## src/design/osf_pkg.sv

```systemverilog
// Shared constants, types and helpers for the odometry sensor fusion step.
`timescale 1ns / 1ps

package osf_pkg;

   // Pipeline shape
   localparam int STAGES     = 9;
   localparam int DIV_STAGES = 5;

   // Default ring depth of the accel moving average
   localparam int WINDOW_DEPTH_DEF = 16;

   // Divisors and biases of the rounded divisions (ties toward plus infinity)
   localparam int VEL_DIVISOR  = 4000;
   localparam int VEL_BIAS     = 2000;
   localparam int HEAD_DIVISOR = 2000;
   localparam int HEAD_BIAS    = 1000;

   // pi/180 in Q0.32
   localparam logic signed [27:0] PI_OVER_180_Q32 = 28'sd74961321;
   // Rounding offset for the Q0.32 product: 2^31
   localparam logic signed [60:0] YAW_ROUND = 61'sd2147483648;

   // Battery low-pass coefficients in Q0.16 (0.95 and 0.05)
   localparam logic [15:0] BAT_OLD_COEF = 16'd62259;
   localparam logic [11:0] BAT_NEW_COEF = 12'd3277;
   localparam logic [15:0] BAT_ROUND    = 16'd32768;

   localparam logic signed [31:0] S32_MAX = 32'sh7FFF_FFFF;
   localparam logic signed [31:0] S32_MIN = 32'sh8000_0000;

   // Per-stage load strobes plus the channel handshake outputs
   typedef struct packed {
      logic [STAGES:1] adv;
      logic            in_ready;
      logic            out_valid;
   } flow_type;

   function automatic logic signed [31:0] sat32(input logic signed [63:0] value);
      logic signed [63:0] hi;
      logic signed [63:0] lo;
      hi = 64'(S32_MAX);
      lo = 64'(S32_MIN);
      if (value > hi) begin
         return S32_MAX;
      end else if (value < lo) begin
         return S32_MIN;
      end else begin
         return value[31:0];
      end
   endfunction

endpackage

```

## src/design/osf_accel_window.sv

```systemverilog
// Ring of negated accel samples with a running sum.
`timescale 1ns / 1ps

module osf_accel_window #(
   parameter int WINDOW_DEPTH = osf_pkg::WINDOW_DEPTH_DEF,
   parameter int SUM_WIDTH    = 36
) (
   input  logic                        clock,
   input  logic                        reset,
   input  logic                        load,
   input  logic                        commit,
   input  logic signed [31:0]          accel_sample,
   output logic signed [SUM_WIDTH-1:0] window_sum
);

   localparam int PW = $clog2(WINDOW_DEPTH);

   logic signed [31:0]    mem [WINDOW_DEPTH];
   logic [WINDOW_DEPTH-1:0] filled_ff;

   logic [PW-1:0]          pos_ff;
   logic [PW-1:0]          pos_in;
   logic [PW-1:0]          wr_pos_ff;
   logic signed [31:0]     rd_ff;
   logic                   rd_filled_ff;
   logic signed [31:0]     neg_ff;
   logic signed [31:0]     neg_in;
   logic signed [31:0]     old;
   logic signed [SUM_WIDTH-1:0] sum_ff;
   logic signed [SUM_WIDTH-1:0] sum_in;

   always_comb begin
      neg_in = (accel_sample == osf_pkg::S32_MIN) ? osf_pkg::S32_MAX : -accel_sample;
      pos_in = (pos_ff == PW'(WINDOW_DEPTH - 1)) ? '0 : pos_ff + PW'(1);
      old    = rd_filled_ff ? rd_ff : '0;
      sum_in = sum_ff - SUM_WIDTH'(old) + SUM_WIDTH'(neg_ff);
   end

   // read the retiring sample on load, write the new one on commit
   always_ff @(posedge clock) begin
      if (load) begin
         rd_ff     <= mem[pos_ff];
         wr_pos_ff <= pos_ff;
         neg_ff    <= neg_in;
      end
      if (commit) begin
         mem[wr_pos_ff] <= neg_ff;
      end
   end

   always_ff @(posedge clock) begin
      if (reset) begin
         pos_ff       <= '0;
         filled_ff    <= '0;
         rd_filled_ff <= 1'b0;
         sum_ff       <= '0;
      end else begin
         if (load) begin
            pos_ff       <= pos_in;
            rd_filled_ff <= filled_ff[pos_ff];
         end
         if (commit) begin
            filled_ff[wr_pos_ff] <= 1'b1;
            sum_ff               <= sum_in;
         end
      end
   end

   assign window_sum = sum_ff;

endmodule

```

## config.mk

```make
export PLATFORM = sky130hd
export DESIGN_NAME = osf_accel_window
export DESIGN_NICKNAME = d
export VERILOG_FILES = /design/src/design/osf_pkg.sv /design/src/design/osf_accel_window.sv
export SDC_FILE = /design/constraint.sdc
export NUM_CORES = 1
export LEC_CHECK = 0
export ABC_AREA = 1
export BUFFER_PORTS_ARGS = -buffer_cell sky130_fd_sc_hd__buf_2
export CORE_ASPECT_RATIO = 0.75
export CORE_MARGIN = 5
export CORE_UTILIZATION = 30
export CTS_CLUSTER_SIZE = 40
export DETAILED_ROUTE_END_ITERATION = 12
export PLACE_DENSITY = 0.52
export SKIP_LAST_GASP = 1
export SYNTH_ARGS = -nofsm -noshare
export SYNTH_HDL_FRONTEND = slang
export SYNTH_SLANG_ARGS = --single-unit
```

## constraint.sdc

```tcl
create_clock -name clock -period 3.2 [get_ports clock]
set_input_delay 0.48 -clock clock [delete_from_list [all_inputs] [get_ports clock]]
set_output_delay 0.48 -clock clock [all_outputs]
set_load 0.01 [all_outputs]
```

# Word level (Yosys, flattened, before mapping)
# Memory sizes are Yosys's and may differ from the RTL's. A register that Yosys moved wholly into a read port is not among the register bits.
# Index checks and enable logic that the tools add are counted.
dict set report op_classes {
  add_sub_neg 4
  order_cmp 3
  n_eq_ne 2
  mux 8
  bitwise_logic 1
  n_reduce_logical 1
}
# op count
set op_table {}
lappend op_table {{$add A36 B32 Y36} 1}
lappend op_table {{$sub A36 B32 Y36} 1}
lappend op_table {{$eq A32 B32 Y1 const B} 1}
lappend op_table {{$mux W32} 1}
lappend op_table {{$neg A32 Y32} 1}
lappend op_table {{$or A16 B16 Y16} 1}
lappend op_table {{$lt A4 B5 Y1 const B} 2}
lappend op_table {{$add A4 B1 Y4 const B} 1}
lappend op_table {{$bmux W1 S4} 1}
lappend op_table {{$demux W1 S4} 1}
lappend op_table {{$eq A4 B4 Y1 const B} 1}
lappend op_table {{$ge A4 B1 Y1 const B} 1}
lappend op_table {{$mux W1} 4}
lappend op_table {{$mux W4} 1}
lappend op_table {{$logic_and A1 B1 Y1} 1}
dict set report word_totals {
  regBits 93
  mem_bits_rw 512
  in_bits 36
  wordCells 26
  n_memories 1
}
# memory words word_bits read_ports rd_ports_with_merged_regs write_ports line_no
set memory_table {}
lappend memory_table {mem 16 32 1 1 1 osf_accel_window.sv:18} ;# logic signed [31:0] mem [WINDOW_DEPTH];

# Logic depth before layout (Yosys ltp)
dict set report depth {
  ltp_word 5
  mapped_depth 21
}

# Worst setup path before layout
# No wires, ideal clock.
dict set report synth_timing {
  path_kind {input to register}
  start {input port commit}
  end {memory mem[12][0] (enable)}
  setup_ps 422
  arrival_ps 2291
  t_required_ps 2778
  slack_ps 486
  stages 4
  path_buffers 0
  cell_sequence {clkinv_1 nor3_1 inv_1 nor2_1}
}
dict set report synth_via {
  elab_chain_cells 2
}
# item line_no
set synth_lines {}
lappend synth_lines {{from (decl)} osf_accel_window.sv:11} ;# input logic commit,
lappend synth_lines {{$mux W1} osf_accel_window.sv:46} ;# if (commit) begin
lappend synth_lines {{$mux W1 (not written as such)} osf_accel_window.sv:47} ;# mem[wr_pos_ff] <= neg_ff;
lappend synth_lines {{to (decl)} osf_accel_window.sv:18}
# Every way passes these cells.

# Final worst setup path
dict set report layout_timing {
  start {register neg_ff[5]}
  end {register sum_ff[26], in the netlist window_sum[26]}
}
dict set report layout_via {
  elab_chain_cells 1
}
# item line_no
set layout_lines {}
lappend layout_lines {{from (decl)} osf_accel_window.sv:26} ;# logic signed [31:0] neg_ff;
lappend layout_lines {{from (signal assigned)} osf_accel_window.sv:44} ;# neg_ff <= neg_in;
lappend layout_lines {{$add A36 B32 Y36} osf_accel_window.sv:36} ;# sum_in = sum_ff - SUM_WIDTH'(old) + SUM_WIDTH'(neg_ff);
lappend layout_lines {{to (signal assigned)} osf_accel_window.sv:64} ;# sum_ff <= sum_in;
lappend layout_lines {{to (decl)} osf_accel_window.sv:29} ;# logic signed [SUM_WIDTH-1:0] sum_ff;
# Every way passes these cells.
# A chain may end at the register's enable or synchronous reset.

==> impl_results.md <==
- Peak VDD IR: 0.4411 mV
- Via count of the first global-routing pass: 19,130
- Root Buffer: clkbuf_16
- Critical path class: reg2reg
- Post-cts sizing count: 0
- Required time of the critical path: 3.75 ns
- Final net count: 2,888
- Slew @ Worst Pin: 0.7249 ns
- Global route total overflow: 0
- I/O Buffers: 71
- Most frequent cells in the layout: edfxtp_1, nor2_1, nand2_1, inv_1, o21ai_0
- Initial Utilization: 0.3019
- Syn Std Cell Area: 28,720 um^2
- Main combinational cell family by area after synthesis: simple AND/OR/NAND/NOR gates
- P&R area growth vs syn: 15.28%
- Top cell type's share of synthesized area: 0.6064
- Detailed placement HPWL: 54,900 um
- Filler Cells Inserted: 9,583
- Max_cap viols: 0
- YS warnings: 0
- FMAX: 0.3465 GHz
- Layout cells sized above 1: 0.1086
- 1st-iter DRT viols: 2,081
- Gpl congestion: 0.9182
- Largest net degree at the start of global routing: 145
- Fin crit period: 2.886 ns
- Fin crit share: 0.9018
- GRT Util Overall: 0.1670
- Startpoint class of the critical path: register
- Simple-Gate Fraction of Synth Area: 0.1332
- H-tree Lvls: 2
- Area of the core: 95,150 um^2
- Clock sink count: 637
- Remaining antenna violation count after routing: 0
- Worst setup margin: 0.3142 ns
- Commonest non-fill, non-tap cell in the layout: edfxtp_1
- Leakage: 12.57 nW
- Hold-fix buffers at CTS: 0
- # IOs: 72
- Setup Buffers After CTS: 0
- Fin cells: 4,078
- Avg Cell Area, Syn: 10.77 um^2
- CTS tree: yes
- CTS max path bufs: 3
- DRC viols: 0
- PwrDens: 672.7 nW/um^2
- # placed instances: 3,967
- Global-route wire length before repair: 129,000 um
- Seq cells post-synth: 637
- TritonRoute pass-1 iters: 5
- Register area share after synthesis: 0.6461
- Adder-cell share of the synthesized area: 0.04095
- Pre-CTS setup slack: 0.3286 ns
- Initial antenna violation count: 1
- Worst Reg-to-Reg Cells: 16
- Clock latency on the worst-skew pair: 0.65 ns
- Mean routed wirelength per cell: 21.18 um
- Worst-path maximum fanout: 11
- Die width: 367.3 um
- Vias: 19,930
- Clk_skew: 0.02255 ns
- Area leader, netlist: edfxtp_1
- Post-Syn Instances: 2,668
- Synth Area in XOR/XNOR: 0.009453
- Multiplexer share of the synthesized area: 0
- Final setup fails: 0
- Die area: 102,100 um^2
- Final hold violation count: 0
- Die Y: 278.0 um
- Routed WL: 86,350 um
- Clock transition at path regs: 0.07 ns
- Arrival time at the worst endpoint: 3.43 ns
- Synth Area in Compound Gates: 0.1072
- # rows: 98
- Status: finished clean
- Post-Syn Nets: 2,777
- Relative slew slack: 0.5167
- Hold Crit Depth: 3
- Crit end category: register
- Pins Over Slew Limit: 0
- Yosys cell types: 45
- Avg Vias per Cell: 4.887
- CTS Buf Count: 60
- Worst hold path class: in2reg
- RSZ-0062 raised after global routing: false
- Setup TNS: 0 ns
- Largest cells by area after synthesis: edfxtp_1, o21ai_0, nor2_1
==> layer usage <==
| layer | GRT usage | vias to the layer above | part of all wire |
|---|---|---|---|
| met5 | 0 | - | 0 |
| met4 | 0.04949 | 0 | 0.031 |
| met3 | 0.03415 | 123 | 0.070 |
| met2 | 0.2476 | 594 | 0.43 |
| met1 | 0.2469 | 9792 | 0.47 |
| li1 | - | 9422 | - |
==> logic make-up after synthesis <==
kind of cell             count (synthesis)
AO/OA/AOI/OAI                          545
XOR/XNOR                                31
AND/OR/NAND/NOR                        918
buffers and inverters                  464
flip-flops                             637
adder cells (fa/ha/maj)                 73
==> path summary, 6_finish.rpt <==
path | from | endpoint | slack (ns)
setup / recovery | neg_ff[5]$_SDFFCE_PN1P_ | window_sum[26]$_SDFFE_PP0P_ | 0.31
hold reg to reg | filled_ff[13]$_SDFFE_PP0P_ | filled_ff[13]$_SDFFE_PP0P_ | 0.46
setup reg to reg | neg_ff[5]$_SDFFCE_PN1P_ | window_sum[26]$_SDFFE_PP0P_ | 0.31
hold / removal | accel_sample[23] | neg_ff[23]$_SDFFCE_PN1P_ | 0.18
==> cells in the mapped netlist (all sizes together) <==
master and n:
edfxtp 580, nor2 399, nand2 348, inv 340, o21ai 312, nand3 131, clkbuf 86, o22ai 80
a21oi 79, dfxtp 57, o221ai 52, ha 38, buf 35, fa 35, xor2 24, nor3 21
o211ai 14, xnor2 7, or2 6, nand4 4, nor4 4, o21bai 4, clkinv 3, nand3b 3
o21a 2, a211oi 1, a41oi 1, and2 1, or3 1
==> where the power goes <==
group / switching [W] / internal, W / total (W)
Combinational: 0.00372 / 0.00177 / 0.00549
Sequential: 0.000212 / 0.00949 / 0.00970
Clock: 0.00319 / 0.00389 / 0.00709
==> worst max-delay path: stages, from the launching register on <==
cell and delay (ns):
edfxtp_1 0.54, inv_1 0.10, fa_1 0.51, inv_1 0.04, ha_1 0.36, a21oi_1 0.29, nand2_1 0.09, nand2_1 0.06
nand3_1 0.14, nand2_1 0.09, nand2_1 0.13, nand2_1 0.14, nand2_1 0.06, nand2_1 0.05, nand3_1 0.06, nand2_1 0.08
inv_1 0.04
==> sequential cells by signal, indices dropped and copies added (netlist names) <==
signal	flops
mem	512
pos_ff	4
filled_ff	16
wr_pos_ff	4
rd_filled_ff	1
window_sum	36
neg_ff	32
rd_ff	32
==> through the flow <==
step / instance area [um^2] / total power [W] / util / hold slack (ns)
3_5_place_dp: 31190 / 0.01537 / 0.3278 / 0.4540
6_report: 33110 / 0.02227 / 0.3480 / 0.1831
2_1_floorplan: 28720 / 0.01349 / - / 0.4029
4_1_cts: 33110 / 0.02246 / 0.3480 / 0.1567
5_1_grt: 33110 / 0.02362 / 0.3480 / 0.1828
3_3_place_gp: 31190 / 0.01540 / 0.3278 / 0.4458
==> area by class of cell <==
type	count	area (um^2)	area share
multi-input combinational	1567	8481	0.2561
antenna	1	2.502	0.00007558
inverter	343	1295	0.03911
clock inverter	38	345.3	0.01043
sequential	637	18570	0.5607
clock buffer	72	1568	0.04735
tap	1250	1564	0.04724
timing repair buffer	170	1289	0.03892
Note: power is estimated with default switching activity, not from simulation.
