==> config.mk <==
export PLATFORM = sky130hd
export DESIGN_NAME = osf_floor_div
export DESIGN_NICKNAME = d
export VERILOG_FILES = /design/src/design/osf_pkg.sv /design/src/design/osf_floor_div.sv
export SDC_FILE = /design/constraint.sdc
export NUM_CORES = 1
export LEC_CHECK = 0
export BUFFER_PORTS_ARGS = -buffer_cell sky130_fd_sc_hd__buf_2
export CELL_PAD_IN_SITES_DETAIL_PLACEMENT = 1
export CELL_PAD_IN_SITES_GLOBAL_PLACEMENT = 1
export CORE_ASPECT_RATIO = 1.75
export CORE_UTILIZATION = 44
export CTS_CLUSTER_SIZE = 25
export DETAILED_ROUTE_END_ITERATION = 10
export HOLD_SLACK_MARGIN = 0.12
export PLACE_DENSITY = 0.84
export SETUP_SLACK_MARGIN = 0.2
export SLEW_MARGIN = 25
export SYNTH_ARGS = -nofsm -noshare
export SYNTH_HDL_FRONTEND = slang
export SYNTH_SLANG_ARGS = --single-unit
==> constraint.sdc <==
create_clock -name clock -period 2.1 [get_ports clock]
set_clock_uncertainty 0.2 [all_clocks]
set_input_delay 0.21 -clock clock [delete_from_list [all_inputs] [get_ports clock]]
set_output_delay 0.21 -clock clock [all_outputs]
set_load 0.005 [all_outputs]
==> src/design/osf_pkg.sv <==
// Shared constants, types and helpers for the odometry sensor fusion step.
`timescale 1ns / 1ps

package osf_pkg;

   // Pipeline shape
   localparam int STAGES     = 9;
   localparam int DIV_STAGES = 5;

   // Default ring depth of the accel moving average
   localparam int WINDOW_DEPTH_DEF = 16;

   // Divisors and biases of the rounded divisions (ties toward plus infinity)
   localparam int VEL_DIVISOR  = 4000;
   localparam int VEL_BIAS     = 2000;
   localparam int HEAD_DIVISOR = 2000;
   localparam int HEAD_BIAS    = 1000;

   // pi/180 in Q0.32
   localparam logic signed [27:0] PI_OVER_180_Q32 = 28'sd74961321;
   // Rounding offset for the Q0.32 product: 2^31
   localparam logic signed [60:0] YAW_ROUND = 61'sd2147483648;

   // Battery low-pass coefficients in Q0.16 (0.95 and 0.05)
   localparam logic [15:0] BAT_OLD_COEF = 16'd62259;
   localparam logic [11:0] BAT_NEW_COEF = 12'd3277;
   localparam logic [15:0] BAT_ROUND    = 16'd32768;

   localparam logic signed [31:0] S32_MAX = 32'sh7FFF_FFFF;
   localparam logic signed [31:0] S32_MIN = 32'sh8000_0000;

   // Per-stage load strobes plus the channel handshake outputs
   typedef struct packed {
      logic [STAGES:1] adv;
      logic            in_ready;
      logic            out_valid;
   } flow_type;

   function automatic logic signed [31:0] sat32(input logic signed [63:0] value);
      logic signed [63:0] hi;
      logic signed [63:0] lo;
      hi = 64'(S32_MAX);
      lo = 64'(S32_MIN);
      if (value > hi) begin
         return S32_MAX;
      end else if (value < lo) begin
         return S32_MIN;
      end else begin
         return value[31:0];
      end
   endfunction

endpackage

==> src/design/osf_floor_div.sv <==
// Pipelined signed floor division by a constant, reciprocal multiply with one correction.
`timescale 1ns / 1ps

module osf_floor_div #(
   parameter int DIVISOR = 2,
   parameter int NW      = 34
) (
   input  logic                            clock,
   input  logic [osf_pkg::DIV_STAGES:1]    adv,
   input  logic signed [NW-1:0]            num,
   output logic signed [NW-1:0]            quot
);

   localparam int UW = NW;
   localparam int HW = (UW + 1) / 2;
   localparam int PW = 2 * HW;

   localparam logic [UW:0]    TWO_POW = {1'b1, {UW{1'b0}}};
   localparam logic [UW:0]    RECIP   = TWO_POW / (UW + 1)'(DIVISOR);
   localparam logic [PW-1:0]  RECIP_P = PW'(RECIP);
   localparam logic [HW-1:0]  K_LO    = RECIP_P[HW-1:0];
   localparam logic [HW-1:0]  K_HI    = RECIP_P[PW-1:HW];
   localparam logic [UW-1:0]  DIV_U   = UW'(DIVISOR);
   localparam logic [UW-1:0]  DIV_M1  = UW'(DIVISOR - 1);

   // stage 1: magnitude, biased so that a negative dividend rounds toward minus infinity
   logic          neg1_ff;
   logic [UW-1:0] u1_ff;
   logic [UW-1:0] mag;
   logic [UW-1:0] u1_in;

   // stage 2: partial products
   logic          neg2_ff;
   logic [UW-1:0] u2_ff;
   logic [PW-1:0] u_pad;
   logic [PW-1:0] pp_hh_ff, pp_hl_ff, pp_lh_ff, pp_ll_ff;

   // stage 3: estimate, never above the true quotient and at most one below
   logic            neg3_ff;
   logic [UW-1:0]   u3_ff;
   logic [2*PW-1:0] prod;
   logic [UW-1:0]   q0_ff;

   // stage 4: corrected magnitude
   logic          neg4_ff;
   logic [UW-1:0] rem;
   logic [UW-1:0] q4_in;
   logic [UW-1:0] q4_ff;

   // stage 5: signed quotient
   logic signed [NW-1:0] quot_ff;

   always_comb begin
      mag   = ~num + UW'(1);
      u1_in = num[NW-1] ? (mag + DIV_M1) : num;
   end

   assign u_pad = PW'(u1_ff);

   always_comb begin
      prod = ((2 * PW)'(pp_hh_ff) << (2 * HW))
           + ((2 * PW)'(pp_hl_ff) << HW)
           + ((2 * PW)'(pp_lh_ff) << HW)
           + (2 * PW)'(pp_ll_ff);
   end

   always_comb begin
      rem   = u3_ff - q0_ff * DIV_U;
      q4_in = (rem >= DIV_U) ? (q0_ff + UW'(1)) : q0_ff;
   end

   always_ff @(posedge clock) begin
      if (adv[1]) begin
         neg1_ff <= num[NW-1];
         u1_ff   <= u1_in;
      end
      if (adv[2]) begin
         neg2_ff  <= neg1_ff;
         u2_ff    <= u1_ff;
         pp_hh_ff <= u_pad[PW-1:HW] * K_HI;
         pp_hl_ff <= u_pad[PW-1:HW] * K_LO;
         pp_lh_ff <= u_pad[HW-1:0] * K_HI;
         pp_ll_ff <= u_pad[HW-1:0] * K_LO;
      end
      if (adv[3]) begin
         neg3_ff <= neg2_ff;
         u3_ff   <= u2_ff;
         q0_ff   <= prod[2*UW-1:UW];
      end
      if (adv[4]) begin
         neg4_ff <= neg3_ff;
         q4_ff   <= q4_in;
      end
      if (adv[5]) begin
         quot_ff <= neg4_ff ? -$signed(q4_ff) : $signed(q4_ff);
      end
   end

   assign quot = quot_ff;

endmodule

# ---- Yosys cells after proc, flatten, opt, wreduce, memory -nomap -nowiden
# Cells that the tools add are included.
dict set report classes {
  bitwise_logic 1
  n_mux 3
  magnitude_cmp 1
  add_sub_neg 6
}
# op count
set ops {}
lappend ops {{$add 34x1->34 const B} 2}
lappend ops {{$add 67x50->68} 1}
lappend ops {{$mux 34} 2}
lappend ops {{$add 34x2->34 const B} 1}
lappend ops {{$ge 34x2->1 const B} 1}
lappend ops {{$neg 34->34} 1}
lappend ops {{$not 34->34} 1}
lappend ops {{$sub 34x34->34} 1}
lappend ops {{$mux 33} 1}
dict set report totals {
  inputBits 40
  output_inout_bits 34
  wordCells 24
  ff_bits 242
}

# ---- Longest topological paths before layout
dict set report depth {
  ltp_word 4
  depth_mapped 6
  ltp_nobuf 6
}

# ---- Worst setup path after synthesis
# Ideal clock, no wire load.
dict set report synth_path {
  path_kind {flip-flop to flip-flop}
  start {register q4_ff[28]}
  end {register quot_ff[33], in the netlist quot[33], data pin}
  synth_period_minus_slack_ns 2.233
  path_stages_with_launch 4
  required_ns 1.636
  n_path_buf 0
  arrival_ns 1.769
  slack_ns -0.133
  setup_time_ns 0.264
  cell_sequence {edfxtp_1 or4_4 or4_4 o41a_1}
}
dict set report synth_via {
  elab_chain_cells 2
}
# item line_no
set synth_rtl {}
lappend synth_rtl {{start: declaration} osf_floor_div.sv:48} ;# logic [UW-1:0] q4_ff;
lappend synth_rtl {{start signal: assignment} osf_floor_div.sv:92} ;# q4_ff <= q4_in;
lappend synth_rtl {{$neg 34->34} osf_floor_div.sv:95} ;# quot_ff <= neg4_ff ? -$signed(q4_ff) : $signed(q4_ff);
lappend synth_rtl {{$mux 34} osf_floor_div.sv:95}
lappend synth_rtl {{end signal: assignment} osf_floor_div.sv:95}
lappend synth_rtl {{end: declaration} osf_floor_div.sv:51} ;# logic signed [NW-1:0] quot_ff;
# Every way passes these cells.
# A chain may end at the register's enable or synchronous reset.

# ---- Worst setup path in the final report
dict set report layout_path {
  start {register q4_ff[0]}
  end {register quot_ff[30], in the netlist quot[30], data pin}
}
# Same word-level chain as after synthesis.

==> impl_metrics.toml <==
[status]
status = "finished, violations left"
violations = "negative setup slack"

[sta]
max_freq_ghz = 0.452
worst_pin_slew_ns = 0.785
fin_crit_ns = 2.21
finalSetupViolCount = 9
min_period_over_period_pct = 105
rsz0062_at_grt = "yes"
relSlewSlack_pct = 47.7
layout_setup_ws_ns = -0.110
drv_slew = 0
hold_viol_final = 0

[die]
core-area_um2 = 14500
fp.dieH_um = 164
ios = 74
die_x_um = 94.4
start_util_pct = 45.3
dieArea_um2 = 15500
num_rows = 58

[logic_synthesis]
synth_nets = 414
ys_seq_elements = 170
synthCells = 372
netlist_area_um2 = 6580
synth_top_area_share_pct = 77.6
synth.avg_cell_area_um2 = 17.7
yosys.cell_types.count = 31
yosysTopAreaCell = "edfxtp_1"
synth.yosys.seq_area_share_pct = 77.6
synth_area_leaders = "edfxtp_1 78%, xnor2_1 8.1%, o31ai_1 2.2%"
synth_warnings = 0

[route]
vias_per_cell = 5.28
antenna_left = 0
drt-total-wl_um = 14700
detail_route.wl_per_cell_um = 19.4
first_pass_iters = 4
remaining_drc_errors = 0
drt_first_iter_violations = 142
vias = 3994

[global_route]
grt_max_degree = 35
grt_pass1_wl_um = 22400
track_usage_pct = 19.9
antenna_found_initial = 0
overflow = 0
grt_pass1_vias = 4322

[cts]
cts_buffers = 17
clk_path_buf_depth = 2
clk_pin_slew_ns = 0.07
clk_latency_ns = 0.42
root_buffer = "clkbuf_16"
clock_sinks = 170
htree_levels = 4
cts_tree = "built"

[final_layout]
antenna_cells = 0
final.fill_count = 1323
final_common_cell = "edfxtp_1"
seqCellArea_um2 = 5100
layout-drive-gt1-share_pct = 40.5
final_cells = 756
multiInputGateArea_um2 = 1900
syn_to_final_growth_pct = 39.4
finalInstanceArea_um2 = 9160
layout.nets = 605
mostFrequentLayoutCells = "170 x edfxtp_1, 71 x buf_2, 57 x xnor2_1, 48 x buf_4, 38 x dlygate4sd3_1"

[place]
placement.io_buffers = 72
dp_slack_ns = -0.199
dp_cells = 657
hpwlAfterDp_um = 8760
gp_congestion = 0.840
placed_cell_area_um2 = 7490

[critical_path]
path_class = "reg2reg"
cp_slowest_cell = "edfxtp_1"
critPathCapture = "quot[30]"
reg2reg_slack_ns = -0.11
cp-end-kind = "flop"
required_ns = 2.06
start_kind = "flop"
r2r-start = "q4_ff[0]"
cp_cell_sequence = "inv_2 > ha_4 > nor3b_4 > nand4_1 > o41ai_2 > xnor2_1"
setup.worst_path.start = "q4_ff[0]"
r2r_cells = 6
worstReg2RegEnd = "quot[30]"
cp_max_fo = 3
slowest_delay_ns = 0.45
worstPathArrival_ns = 2.17

[min_path]
hold_start = "num[29]"
min_path_type = "in2reg"

[power_and_ir_drop]
p_per_area_nw_per_um2 = 861
peakVddDrop_mv = 0.607
p_leak_nw = 3.26

[run]
maxCapViolCount = 0
[worst max-delay path: cells and delay by family (launching register included)]
| family | cells | cell delay [ns] |
|---|---|---|
| simple gates | 2 | 0.56 |
| flops | 1 | 0.45 |
| compound gates | 1 | 0.36 |
| fa+ha+maj | 1 | 0.14 |
| xor+xnor | 1 | 0.13 |
| buf+inv | 1 | 0.11 |
[kinds of logic (layout without fill, tap and decap cells)]
group                    Yosys count  after routing  share of synthesized area [%]
AND/OR/NAND/NOR                   74             75                           7.08
flip-flops                       170            170                           77.6
buffers and inverters             11            214                          0.628
AO/OA/AOI/OAI                     54             54                           6.15
XOR/XNOR                          61             61                           8.13
adder cells (fa/ha/maj)            2              2                          0.381
[synthesized netlist by cell type]
master and n:
o31ai_1 19, or2_2 2, nand2_1 20, nor2_1 8, o41ai_1 14, or3_1 6
o41a_1 1, nor3_1 3, nand3_1 6, or4_4 2, nand3b_1 1, nor2b_1 1
nor4_1 5, nor3b_1 1, o21ai_0 6, nand4_2 2, o41ai_2 1, xnor2_1 61
nand4_1 3, edfxtp_1 170, o31ai_4 1, nor4_4 2, o21ai_1 12, inv_1 4
or4b_1 1, nor4_2 3, ha_1 2, nand2b_1 2, or2_1 1, or4_1 5
clkbuf_1 7
[cell type report]
type	instances	share of cell area [%]
Sequential cell	170	55.7
Inverter	4	0.164
Multi-Input combinational cell	192	20.8
Clock buffer	17	4.64
Clock inverter	15	1.71
Timing Repair Buffer	178	14.5
Tap cell	180	2.46
[where the power goes]
group          switching, mW  internal [mW]  leakage, nW  total, mW
registers              0.114           4.07         1.66       4.19
clock network           1.36           1.68        0.277       3.04
logic                  0.341          0.327         1.32      0.667
[stage by stage]
| stage | utilization (%) | TNS, ns | power (mW) | hold WS [ns] |
|---|---|---|---|---|
| 2_1_floorplan | - | -0.187 | 4.43 | 0.109 |
| 3_3_place_gp | 51.6 | -0.272 | 4.66 | 0.202 |
| 3_5_place_dp | 51.6 | -1.37 | 4.74 | 0.206 |
| 4_1_cts | 61.7 | -0.578 | 7.88 | 0.110 |
| 5_1_grt | 63.1 | -1.28 | 8.13 | 0.149 |
| 6_report | 63.1 | -0.584 | 7.89 | 0.146 |
[timing repair]
item | in CTS | in global routing
hold buffers | 37 | 2
gates cloned | 1 | 0
gates resized for setup | 64 | 25
endpoints found under the hold margin | 34 | 1
pin swaps | 26 | 11
setup buffers | 18 | 10
setup endpoints to repair | 25 | 31
[sequential cells by signal, indices dropped and copies added (netlist names)]
signal,flops
quot,34
q4_ff,33
u1_ff,33
u2_ff,33
u3_ff,32
neg1_ff,1
neg2_ff,1
neg3_ff,1
neg4_ff,1
q0_ff,1
[routing by layer]
| metal | global-route usage, % | share of wire, % | up-vias | wire [um] |
|---|---|---|---|---|
| li1 | - | - | 1867 | - |
| met1 | 19.1 | 35 | 1983 | 5080 |
| met2 | 38.3 | 59 | 108 | 8680 |
| met3 | 4.21 | 3.1 | 36 | 455 |
| met4 | 10.1 | 3.2 | 0 | 467 |
| met5 | 0 | 0 | - | 0 |
[worst min-delay path by stage]
stage	end	slack, ns	depth (start not counted)
4_1_cts	u1_ff[31]	0.11	4
2_1_floorplan	neg1_ff	0.11	0
5_1_grt	u1_ff[30]	0.15	4
3_3_place_gp	u3_ff[3]	0.20	0
3_5_place_dp	q4_ff[14]	0.21	0
6_report	u1_ff[30]	0.15	4
Power figures use the tool's default switching activity.
