`config.mk`:
```
export PLATFORM = sky130hd
export DESIGN_NAME = osf_flow_ctrl
export DESIGN_NICKNAME = d
export VERILOG_FILES = /design/src/design/osf_pkg.sv /design/src/design/osf_flow_ctrl.sv
export SDC_FILE = /design/constraint.sdc
export NUM_CORES = 1
export LEC_CHECK = 0
export BUFFER_PORTS_ARGS = -buffer_cell sky130_fd_sc_hd__buf_4
export CAP_MARGIN = 30
export CORE_AREA = 2 2 39 41
export CTS_CLUSTER_SIZE = 14
export DETAILED_ROUTE_END_ITERATION = 8
export DIE_AREA = 0 0 41 43
export GPL_TIMING_DRIVEN = 0
export SETUP_SLACK_MARGIN = 0.15
export SLEW_MARGIN = 40
export SYNTH_ARGS = -nofsm -noshare
export SYNTH_HDL_FRONTEND = slang
export SYNTH_SLANG_ARGS = --single-unit
```
`constraint.sdc`:
```
create_clock -name clock -period 1.35 [get_ports clock]
set_input_delay 0.135 -clock clock [delete_from_list [all_inputs] [get_ports clock]]
set_output_delay 0.135 -clock clock [all_outputs]
set_load 0.005 [all_outputs]
```
`src/design/osf_pkg.sv`:
```
// Shared constants, types and helpers for the odometry sensor fusion step.
`timescale 1ns / 1ps

package osf_pkg;

   // Pipeline shape
   localparam int STAGES     = 9;
   localparam int DIV_STAGES = 5;

   // Default ring depth of the accel moving average
   localparam int WINDOW_DEPTH_DEF = 16;

   // Divisors and biases of the rounded divisions (ties toward plus infinity)
   localparam int VEL_DIVISOR  = 4000;
   localparam int VEL_BIAS     = 2000;
   localparam int HEAD_DIVISOR = 2000;
   localparam int HEAD_BIAS    = 1000;

   // pi/180 in Q0.32
   localparam logic signed [27:0] PI_OVER_180_Q32 = 28'sd74961321;
   // Rounding offset for the Q0.32 product: 2^31
   localparam logic signed [60:0] YAW_ROUND = 61'sd2147483648;

   // Battery low-pass coefficients in Q0.16 (0.95 and 0.05)
   localparam logic [15:0] BAT_OLD_COEF = 16'd62259;
   localparam logic [11:0] BAT_NEW_COEF = 12'd3277;
   localparam logic [15:0] BAT_ROUND    = 16'd32768;

   localparam logic signed [31:0] S32_MAX = 32'sh7FFF_FFFF;
   localparam logic signed [31:0] S32_MIN = 32'sh8000_0000;

   // Per-stage load strobes plus the channel handshake outputs
   typedef struct packed {
      logic [STAGES:1] adv;
      logic            in_ready;
      logic            out_valid;
   } flow_type;

   function automatic logic signed [31:0] sat32(input logic signed [63:0] value);
      logic signed [63:0] hi;
      logic signed [63:0] lo;
      hi = 64'(S32_MAX);
      lo = 64'(S32_MIN);
      if (value > hi) begin
         return S32_MAX;
      end else if (value < lo) begin
         return S32_MIN;
      end else begin
         return value[31:0];
      end
   endfunction

endpackage

```
`src/design/osf_flow_ctrl.sv`:
```
// Elastic valid/ready control for the fixed-depth result pipeline.
`timescale 1ns / 1ps

module osf_flow_ctrl (
   input  logic              clock,
   input  logic              reset,
   input  logic              in_valid,
   input  logic              out_ready,
   output osf_pkg::flow_type flow
);

   localparam int NS = osf_pkg::STAGES;

   logic [NS:1] valid_ff;
   logic [NS:1] valid_in;
   logic [NS:1] take;
   logic [NS:1] adv;
   logic [NS:1] leave;

   // A stage can load when it is empty or its contents move on this cycle
   always_comb begin
      take[NS] = !valid_ff[NS] || out_ready;
      adv[NS]  = valid_ff[NS-1] && take[NS];
      for (int k = NS - 1; k >= 2; k--) begin
         take[k] = !valid_ff[k] || adv[k+1];
         adv[k]  = valid_ff[k-1] && take[k];
      end
      take[1] = !valid_ff[1] || adv[2];
      adv[1]  = in_valid && take[1];
   end

   always_comb begin
      for (int k = 1; k < NS; k++) begin
         leave[k] = adv[k+1];
      end
      leave[NS] = valid_ff[NS] && out_ready;
      valid_in  = adv | (valid_ff & ~leave);
   end

   always_ff @(posedge clock) begin
      if (reset) begin
         valid_ff <= '0;
      end else begin
         valid_ff <= valid_in;
      end
   end

   assign flow.adv       = adv;
   assign flow.in_ready  = take[1];
   assign flow.out_valid = valid_ff[NS];

endmodule

```
* After elaboration in Yosys (flattened, before gate mapping)
Cells that the tools add are included.
Operators by class: bitwise gates (word level) 3, reductions and logical operators 28
Operators by type and width (number):
- 1-bit logical AND | 10
- 9-bit bitwise AND | 1
- 1-bit logical NOT | 9
- 1-bit logical OR | 9
- 9-bit NOT | 1
- 9-bit bitwise OR | 1
Word-level totals: bits in registers 9, output and inout bits 11, word-level logic and storage cells 32

* Depth between registers and ports, before layout
Gate-level depths: netlist of run 1.
depth after elaboration 20, depth in mapped cells 4

* Least setup slack after synthesis of run 1
OpenSTA, ideal clock, no wires.
path kind register to output, from register valid_ff[8] (netlist bit), to output port flow[5] (netlist bit), arrival time 916 ps, required time 1215 ps, setup slack 299 ps, cell stages (with the launch flop) 5, cell sequence dfxtp_1 -> and4b_1 -> buf_4 -> nand2_1 -> o21a_1
RTL lines:
- start, declared | RTL line osf_flow_ctrl.sv:14 | logic [NS:1] valid_ff;
- start signal, assigned | RTL line osf_flow_ctrl.sv:44 | valid_ff <= valid_in;
- end, declared | RTL line osf_flow_ctrl.sv:9 | output osf_pkg::flow_type flow

==> metrics list, run 1 <==
- Excluding fillers, the count of instances in the completed layout stands at 89.
* Transition time at the pin with the least slew margin: 0.358 ns
* Portion of the post-synthesis area used by sequential elements: 42.9%
- In the final layout, the share of cells above drive strength 1 is 49.3%.
- Starting utilization of the core area: 30.4%
- Max H-tree Level: 1
- The repair_antennas step left the layout with diodes totalling 0.
- After synthesis, the netlist uses 20 different library cells.
* Skew-Pair Late Insertion Delay: 0.25 ns
- Power consumption: 0.000504 W
* Pin count of the biggest net entering global routing: 9
- In this run the count of I/O pins placed on the die edge is 15.
- The detail route stage leaves a number of antenna-violating nets equal to 0.
- CP Buf/Inv Count: 2
- The checks that failed: negative setup slack.
- The floorplan has 14 rows.
- Counting the buffers created by CTS gives 3.
- Proportion of synthesized area in mux cells: 0%
- Area growth from synthesis to final layout: 54.8%
- Setup repair after global routing could not meet its margin everywhere.
- Area fraction in compound gates after synthesis: 18.2%
* Top cells by instance count after synthesis: 9 x dfxtp_1, 7 x nor2_1, 5 x nor2b_1
- VDD sags by at most 302 µV.
- Dividing the detail-routed via count by the number of cells gives 4.49.
* DP Cell Count: 78
- For this run, the number of Yosys warnings is 0.
* Number of failing hold endpoints at the final stage: 0
- Number of instances in the synthesized netlist: 49
- The floorplan step defined a core boundary enclosing 1380 µm².
* Floorplan die area: 1760 µm²
- Series of cell instances along the critical path: and4b_1 > buf_6 > nand2_4 > o21a_1 > buf_4
- Final count of negative-setup-slack endpoints: 3
* Number of input and output port buffers inserted: 13
- Result of the run: complete, but fails checks
- Global placement routability congestion: 0.698
* Initial DRC Count: 4
* Tcrit/Tclk final: 103%
- More flip-flops sit in one register than any other, and that register is valid_ff.
* Post-route DRC violation count: 0
- Clock tree sinks: 9
- In this run the mean area of a mapped cell was 8.58 µm².
- Total length of routed wires: 857 µm
* Pre-antenna DRT Iters: 2
- When the netlist entered floorplanning its net count stood at 53.
* Max-Cap Viols: 0
- Subtracting the final worst setup slack from the clock period gives 1.40 ns.
* Delay of the slowest cell on the worst path: 0.34 ns
- In the final design database the tool counted 78 nets.
- The die is 43 µm tall.
* Finished Cell Area: 651 µm²
- In this run the biggest area consumer among cell types represents 42.9% of the synthesized area.
- Number of synthesized register bits: 9
* Adder-cell share of the synthesized area: 0%
* Cell area after placement: 538 µm²
- Summed over all cells, the static leakage comes to 0.307 nW.
* Maximum frequency from static timing analysis: 0.717 GHz
- Dividing total power by cell area gives a power density of 774 nW/µm².
- Of all nets on the critical path, the largest fanout is 4.
- Critical setup path kind: reg2out
* Async set or reset register ratio after synthesis: 0%
* Root buffer cell: clkbuf_4
- Number of max-slew violations in the final report: 0
* Post-synthesis simple-gate area fraction: 31.8%
* Final core utilization: 47.0%
- Gate family responsible for the most delay along the worst path: flip-flops
* Number of flip-flops in the largest register: 9
- Setup_tns: -0.0724 ns
- Maximum count of clock buffers along a single path: 2
- Worst min-delay path class: in2reg
* Slack of the critical path: -0.0455 ns
- The largest total area in the synthesized netlist belongs to dfxtp_1.
- The slowest stage of the critical path belongs to the cell dfxtp_2.
- The number of antenna violations at the first check in global routing is 0.
- After detailed routing, the average wire length per cell comes to 9.63 µm.
* Data arrival time of the critical path: 1.26 ns
- In the global route stage, overall resource usage came out at 11.8%.
- Clock-pin slew on the worst setup and hold paths: 0.05 ns
* Syn Std Cell Area: 420 µm²
- By area, the combinational part of the netlist is dominated by simple AND/OR/NAND/NOR gates.
* XOR/XNOR share of the synthesized area: 0%
* Post-synth EDFFs: 0
- The most used flip-flop cell after synthesis is dfxtp_1.
- TritonCTS built the clock tree.
- In this run, post-CTS hold repair placed 0 buffers.
- The worst setup path is launched from a register.
* First-pass GRT wire length: 1.32 mm
- Across the routed clock network, the largest skew measured is 0.00744 ns.
- Vias in the first global route: 357
- Most frequent cell after synthesis: dfxtp_1
- Type of destination of the critical path: primary output
* Vias after detailed routing: 400
* Die Width: 41 µm
* Overflow left after global routing: 0
* Top area cells in the synthesized netlist: dfxtp_1 43%, nor2b_1 7.4%, nor2_1 6.3%, o21a_1 5.4%, a21oi_1 3.6%
- The worst pin sits at a relative slew slack of 76.1%.
* Regs by FF count: valid_ff: 9 flops
* Req. time, crit path: 1.22 ns
[metrics by stage]
| step | hold WS, ns | worst slack (ns) |
|---|---|---|
| finish | 0.100 | -0.0455 |
| global route | 0.0986 | -0.107 |
| CTS | 0.0901 | -0.0499 |
| detailed placement | 0.357 | 0.116 |
| global placement | 0.355 | 0.124 |
| floorplan | 0.259 | 0.299 |
[routing by layer]
layer | GRT usage (%) | wire length (µm) | up-vias
li1 | - | - | 214
met1 | 12.1 | 363 | 177
met2 | 17.5 | 440 | 7
met3 | 3.14 | 44 | 2
met4 | 12.0 | 9 | 0
met5 | 0 | 0 | -
[layout by cell type (no fill, tap or decap), types with 2 or more instances in the layout]
cell	count
buf_4	19
nor2_1	7
nor2b_1	5
dfxtp_2	4
buf_6	3
inv_1	3
o21a_1	3
a21oi_1	3
clkbuf_4	3
dfxtp_1	3
nand2_1	2
clkbuf_1	2
dfxtp_4	2
[final timing paths]
path,from,end,slack [ns],depth (start not counted)
setup / recovery,valid_ff[9]$_SDFF_PP0_,flow[5],-0.05,5
hold / removal,in_valid,valid_ff[1]$_SDFF_PP0_,0.1,2
setup reg to reg,valid_ff[9]$_SDFF_PP0_,valid_ff[4]$_SDFF_PP0_,0.19,5
hold reg to reg,valid_ff[7]$_SDFF_PP0_,valid_ff[8]$_SDFF_PP0_,0.49,2
[worst reg2reg max path: stages, from the launching register on]
cell and delay (ns):
dfxtp_2 0.33, and4b_1 0.21, buf_6 0.13, buf_4 0.13
a41oi_1 0.20, nor2_1 0.05
[cells by family after synthesis]
family,after synthesis
compound gates,11
buf+inv,6
flops,9
simple gates,23
[layout make-up]
cell class | instances | area, µm²
Buffer | 3 | 22.5
Clock buffer | 4 | 26.3
Fill cell | 148 | 733
Inverter | 3 | 11.3
Multi-Input combinational cell | 34 | 220
Sequential cell | 9 | 193
Tap cell | 16 | 20.0
Timing Repair Buffer | 20 | 158
[what timing repair did]
action                     CTS  global route
setup endpoints to repair   10            11
buffers inserted             5             2
resized for setup           10             5
pin swaps                    8             2
[report_power, final]
| part | switching, W | internal, W | total, W |
|---|---|---|---|
| Combinational | 0.0000129 | 0.0000199 | 0.0000328 |
| Clock | 0.0000859 | 0.000113 | 0.000199 |
| Sequential | 0.00000475 | 0.000267 | 0.000272 |
| Total | 0.000104 | 0.000400 | 0.000504 |
(Power assumes the default switching activity.)
==> inputs of run 2 (changes only) <==
clock period = 1.26 ns   (was 1.35 ns; I/O delays follow)
==> metrics list, run 2 (synthesis gave the netlist of run 1 again) <==
- Tcrit/Tclk final: 110%
- The final worst setup slack came to -0.126 ns (-0.0809 ns).
- The worst hold path belongs to the class in2reg.
- The largest net degree at the start of global routing was 9 (unchanged).
- Antenna-violating nets left: 0 (unchanged)
- Starting utilization of the core area: 30.4% (unchanged)
- The number of remaining DRC errors is 0 (unchanged).
* Die boundary height: 43 µm (unchanged)
- The slew of the pin with the lowest slew margin is 0.357 ns (-0.00116 ns).
* Number of max-slew violations in the final report: 0 (unchanged)
* Register-to-Register Setup Slack: 0.08 ns (-0.11 ns)
- Crit Reg-Reg Startpoint: valid_ff[9]$_SDFF_PP0_
- The number of sinks handled by clock tree synthesis came to 9 (unchanged).
- Finished Cell Area: 662 µm² (+1.7%)
- The cell sitting at the root of the clock tree is a clkbuf_4.
* Number of buffers created by CTS: 3 (unchanged)
- Final core utilization: 47.8% (+0.81 points)
- Cell area after placement: 538 µm² (unchanged)
- The maximum fanout count along the critical path is 4 (unchanged).
* Maximum count of clock buffers along a single path: 2 (unchanged)
- Final count of negative-setup-slack endpoints: 9 (+6)
- The number of antenna violations at the first check in global routing was 0 (unchanged).
- Maximum frequency from static timing analysis: 0.721 GHz
- The clock input transition at the sequential cells of the worst setup and hold paths was 0.05 ns (about the same).
* Most frequent cells in the layout: 19 x buf_4, 6 x nor2_1, 5 x nor2b_1
- Capture endpoint of the worst hold path: valid_ff[1]$_SDFF_PP0_
- Setup repair after global routing could not meet its margin everywhere.
* Register area: 193 µm² (unchanged)
- The number of maximum-capacitance constraint violations was 0 (unchanged).
- TritonCTS built the clock tree.
- Result of the run: complete, but fails checks
* Floorplan die area: 1760 µm² (unchanged)
- In this run the most critical hold path is launched from in_valid.
- The headroom to the max-slew limit came to 76.2% (+0.077 points).
* DP Cell Count: 78 (unchanged)
- The number of hold violations in the final report was 0 (unchanged).
* Number of filler cells placed in the layout: 148 (unchanged)
* Pre-antenna DRT Iters: 2 (unchanged)
- Final Instance Count excl. Fillers: 89 (unchanged)
- The setup clock skew after layout came to 0.00914 ns (+0.00171 ns).
* Number of input and output port buffers inserted: 13 (unchanged)
- Type of destination of the critical path: primary output
- The length in cells of the worst reg-to-reg path was 5 (unchanged).
* Skew-Pair Late Insertion Delay: 0.26 ns (about the same)
* Number of flip-flops in the largest register: 9 (unchanged)
* Area of combinational cells with multiple inputs: 231 µm² (+5.1%)
- Total I/O pin count: 15 (unchanged)
* Violated checks: negative setup slack
- The leakage component of the power came to 0.311 nW (+1.3%).
- The worst-case vdd ir drop is 324 µV (+7.3%).
- Max H-tree Level: 1 (unchanged)
- Hold Crit Depth: 2 (unchanged)
* Regs by FF count: valid_ff: 9 flops
* Total length of routed wires: 898 µm (+4.8%)
* CP Launch Type: register
- Leaving out fill and tap cells, the most frequent cell in the layout is buf_4.
- Nets: 78 (unchanged)
- The data arrival time of the worst path came to 1.26 ns (about the same).
- Die Width: 41 µm (unchanged)
- Vias after detailed routing: 404 (+1.0%)
* Pwr Density: 819 nW/µm² (+5.8%)
- The core area came to 1380 µm² (unchanged).
- The final estimated routing congestion in global placement is 0.698 (unchanged).
- Critical setup path kind: reg2out
* Overflow left after global routing: 0 (unchanged)
- Number of diodes added for antenna fixing: 0 (unchanged)
- Number of buffers inserted for hold repair after clock tree synthesis: 0 (unchanged)
- Relative to the synthesized area, the layout overhead comes to 57.4%.
* Global Route Usage Sum: 11.8% (unchanged)
* First-pass GRT wire length: 1.32 mm (unchanged)
- The worst register-to-register path ends at valid_ff[4]$_SDFF_PP0_.
* Avg WL per Cell: 10.1 µm (+4.8%)
* Via-to-Cell Ratio: 4.54 (+1.0%)
- Initial DRC Count: 2 (-2)
- Fin crit period: 1.39 ns
- The number of global-route vias before repair was 357 (unchanged).
- Req. time, crit path: 1.13 ns (-0.09 ns)
- The proportion of layout cells with a drive suffix above 1 came to 52.1% (+2.7 points).
- The register with the most flip-flops in the final layout is valid_ff.
- Number of core rows: 14 (unchanged)
==> run 2: cell types whose count changed in the layout (fill, tap and decap cells not counted) <==
| cell | change |
|---|---|
| a21oi_1 | -1 |
| a21oi_2 | +1 |
| nor2_1 | -1 |
| nor2_4 | +1 |
==> run 2: worst max path at each step <==
stage | start | end | cells after the start
finish | valid_ff[9]$_SDFF_PP0_ | flow[5] | 5
global route | valid_ff[9]$_SDFF_PP0_ | flow[5] | 5
CTS | valid_ff[9]$_SDFF_PP0_ | flow[5] | 5
detailed placement | valid_ff[8]$_SDFF_PP0_ | flow[5] | 5
global placement | valid_ff[8]$_SDFF_PP0_ | flow[5] | 5
floorplan | valid_ff[8]$_SDFF_PP0_ | flow[5] | 4
==> run 2: power by group <==
group,internal (W),switching (W)
clock network,0.000122,0.0000938
logic,0.0000215,0.0000140
registers,0.000286,0.00000516
total,0.000429,0.000113
==> run 2: critical path, cell delays in order (launching register included) <==
cell	delay (ns)
dfxtp_2	0.34
and4b_1	0.22
buf_6	0.12
nand2_4	0.04
o21a_1	0.16
buf_4	0.13
==> run 2: final cells by class <==
class                   instances  area share (%)
plain buffers                   3            3.40
clock buffers                   4            3.97
inverters                       3            1.70
multi-input cells              34            35.0
flip-flops and latches          9            29.1
well taps                      16            3.02
repair buffers                 20            23.8
==> run 2: what timing repair did <==
action / in CTS / in global routing
endpoints found under the setup margin: 10 / 14
cloned: 0 / 0
setup buffers: 5 / 2
gates resized for setup: 10 / 8
pin swaps: 8 / 3
==> run 2: per-layer routing <==
layer | global-route usage, % | share of wire (%)
met2 | 17.5 | 52
met1 | 12.1 | 42
met3 | 3.14 | 4.9
met4 | 12.0 | 1.0
met5 | 0 | 0
==> run 2: per-stage QoR <==
| stage | power (W) | worst slack, ns | TNS [ns] | hold slack, ns |
|---|---|---|---|---|
| 4_1_cts | 0.000554 | -0.131 | -0.598 | 0.0811 |
| 6_report | 0.000542 | -0.126 | -0.566 | 0.0909 |
| 2_1_floorplan | 0.000316 | 0.218 | 0 | 0.250 |
| 3_5_place_dp | 0.000335 | 0.0349 | 0 | 0.348 |
| 3_3_place_gp | 0.000335 | 0.0430 | 0 | 0.346 |
| 5_1_grt | 0.000572 | -0.188 | -1.20 | 0.0896 |
==> inputs of run 3 (changes only) <==
==> constraint.sdc (replaced) <==
create_clock -name clock -period 1.4 [get_ports clock]
set_input_delay 0.28 -clock clock [delete_from_list [all_inputs] [get_ports clock]]
set_output_delay 0.28 -clock clock [all_outputs]
set_load 0.005 [all_outputs]
==> metrics list, run 3 (synthesis gave the netlist of run 1 again) <==
- Result of the run: complete, but fails checks
* Violated checks: negative setup slack
* Antenna-violating nets left: 0 (unchanged)
- Global Route Usage Sum: 11.8% (unchanged)
- The number of DRC violations after detailed-routing iteration 0 came to 4 (+2).
- Of the available clock period, the critical path in the final layout requires 110%.
- The wire length of the first global-routing pass is 1.32 mm (unchanged).
- The number of cells after detailed placement came to 78 (unchanged).
* Post-Route Skew: 0.00744 ns (-0.00171 ns)
* Worst max-slew margin expressed relative to the limit: 76.1% (-0.077 points)
- The clock insertion delay at the later pin of the skew report is 0.25 ns (about the same).
- The average wire per standard cell came to 9.63 µm (-4.6%).
- The top cell types in the final layout, fill and taps aside, are 19 x buf_4, 7 x nor2_1, 5 x nor2b_1.
* Area growth from synthesis to final layout: 54.8%
- Based on the critical path, the design can be clocked at up to 0.649 GHz.
* Most frequent standard cell in the layout excluding fill and tap cells: buf_4
* Transition time at the pin with the least slew margin: 0.358 ns (+0.00116 ns)
- Largest register by flop count: valid_ff
* Depth of the most critical reg-to-reg path: 5 (unchanged)
- The final estimated routing congestion in global placement is 0.698 (unchanged).
- Overflow left after global routing: 0 (unchanged)
- Worst Min Path Start: in_valid
* Max-Cap Viols: 0 (unchanged)
- The final design instance area without fill is 651 µm² (-1.7%).
- The CTS buffer count came to 3 (unchanged).
- Regs by FF count: valid_ff: 9 flops
- The die outline height came to 43 µm (unchanged).
* Number of failing hold endpoints at the final stage: 0 (unchanged)
- Counting I/O delays and the setup requirement, the final critical path takes 1.54 ns.
- Root buffer cell: clkbuf_4
* Maximum count of clock buffers along a single path: 2 (unchanged)
* CTS tree: done
* Hold Crit Depth: 2 (unchanged)
- Cell area after placement: 538 µm² (unchanged)
* Clock tree sinks: 9 (unchanged)
* Final count of negative-setup-slack endpoints: 9 (unchanged)
- The initial core utilization is 30.4% (unchanged).
- Number of diodes added for antenna fixing: 0 (unchanged)
- Pwr Density: 747 nW/µm² (-8.8%)
- Antenna violations before repair: 0 (unchanged)
* Data arrival time of the critical path: 1.26 ns (about the same)
- The die footprint was 1760 µm² (unchanged).
- Register-to-Register Setup Slack: 0.24 ns (+0.16 ns)
* Number of core rows: 14 (unchanged)
* Number of input and output port buffers inserted: 13 (unchanged)
- Total I/O pin count: 15 (unchanged)
- The largest incremental delay on the critical path is 0.34 ns (about the same).
- Final Instance Count excl. Fillers: 89 (unchanged)
* RSZ-0062 raised after global routing: true
- The total number of H-tree levels is 1 (unchanged).
* Series of cell instances along the critical path: and4b_1 > buf_6 > nand2_4 > o21a_1 > buf_4
* Req. time, crit path: 1.12 ns (about the same)
- Critical setup path kind: reg2out
- The final net count is 78 (unchanged).
- The number of remaining DRC errors is 0 (unchanged).
- The leakage component of the power was 0.307 nW (-1.2%).
- The final max-slew violation count is 0 (unchanged).
* Worst IR drop on VDD: 291 µV (-10%)
- The via-per-instance ratio was 4.49 (-0.99%).
- CP Launch Type: register
- The core area was 1380 µm² (unchanged).
- Maximum fanout encountered on the critical timing path: 4 (unchanged)
- The proportion of layout cells with a drive suffix above 1 came to 49.3% (-2.7 points).
- Vias after detailed routing: 400 (-0.99%)
- Vias in the first global route: 357 (unchanged)
- Worst min-delay path class: in2reg
- The worst setup path is captured at a primary output.
- The worst hold path terminates at valid_ff[1]$_SDFF_PP0_.
- Pin count of the biggest net entering global routing: 9 (unchanged)
* Endpoint of the lowest-slack register-to-register path: valid_ff[4]$_SDFF_PP0_
- The number of flip-flops under the largest register name was 9 (unchanged).
- Slowest CP cell: dfxtp_2
* Die Width: 41 µm (unchanged)
- Crit Reg-Reg Startpoint: valid_ff[9]$_SDFF_PP0_
- The final worst setup slack came to -0.141 ns (-0.0141 ns).
* Pre-antenna DRT Iters: 2 (unchanged)
* Total length of routed wires: 857 µm (-4.6%)
* Power consumption: 0.000486 W (-10%)
- The clock input transition at the sequential cells of the worst setup and hold paths is 0.05 ns (about the same).
==> run 3: cell types whose count changed in the layout (fill, tap and decap cells not counted) <==
cell     change
a21oi_1      +1
nor2_1       +1
nor2_4       -1
a21oi_2      -1
==> run 3: cell type report <==
cell class	instances	area (µm²)
Clock buffer	4	26.3
Sequential cell	9	193
Fill cell	148	733
Tap cell	16	20.0
Inverter	3	11.3
Multi-Input combinational cell	34	220
Timing Repair Buffer	20	158
Buffer	3	22.5
==> run 3: power breakdown <==
group / switching, W / leakage, nW / internal, W
logic: 0.0000125 / 0.216 / 0.0000192
registers: 0.00000458 / 0.0767 / 0.000257
clock network: 0.0000829 / 0.0150 / 0.000109
==> run 3: worst max-delay path: cells and delay by family, from the launching register on <==
kind / cells / cell delay (ns)
buffers and inverters: 2 / 0.25
AOI/OAI and AO/OA: 1 / 0.16
and+or+nand+nor: 2 / 0.26
DFF: 1 / 0.34
==> run 3: per-stage QoR <==
stage / hold WS, ns / TNS, ns / setup WS [ns] / util (%)
2_1_floorplan: 0.404 / 0 / 0.204 / -
3_3_place_gp: 0.500 / -0.0683 / -0.0278 / 38.9
3_5_place_dp: 0.495 / -0.103 / -0.0376 / 38.9
4_1_cts: 0.235 / -0.710 / -0.145 / 44.7
5_1_grt: 0.244 / -1.33 / -0.202 / 47.0
6_report: 0.245 / -0.686 / -0.141 / 47.0
==> run 3: worst max path at each step <==
stage,start,endpoint,cells past startpoint
after floorplan,valid_ff[8]$_SDFF_PP0_,flow[5],4
after global routing,valid_ff[9]$_SDFF_PP0_,flow[5],5
final,valid_ff[9]$_SDFF_PP0_,flow[5],5
after detailed placement,out_ready,flow[2],5
after global placement,out_ready,flow[2],5
after CTS,valid_ff[9]$_SDFF_PP0_,flow[5],5
==> run 3: layer usage <==
metal  part of all wire, %  global-route usage [%]  vias to the layer above
li1                      -                       -                      214
met1                    42                    12.1                      177
met2                    51                    17.5                        7
met3                   5.1                    3.14                        2
met4                   1.1                    12.0                        0
met5                     0                       0                        -
==> run 3: timing repair <==
| action | CTS | global route |
|---|---|---|
| setup buffers | 5 | 2 |
| endpoints found under the setup margin | 10 | 10 |
| resized for setup | 10 | 5 |
| hold buffers | 0 | 0 |
| pin swaps | 8 | 2 |
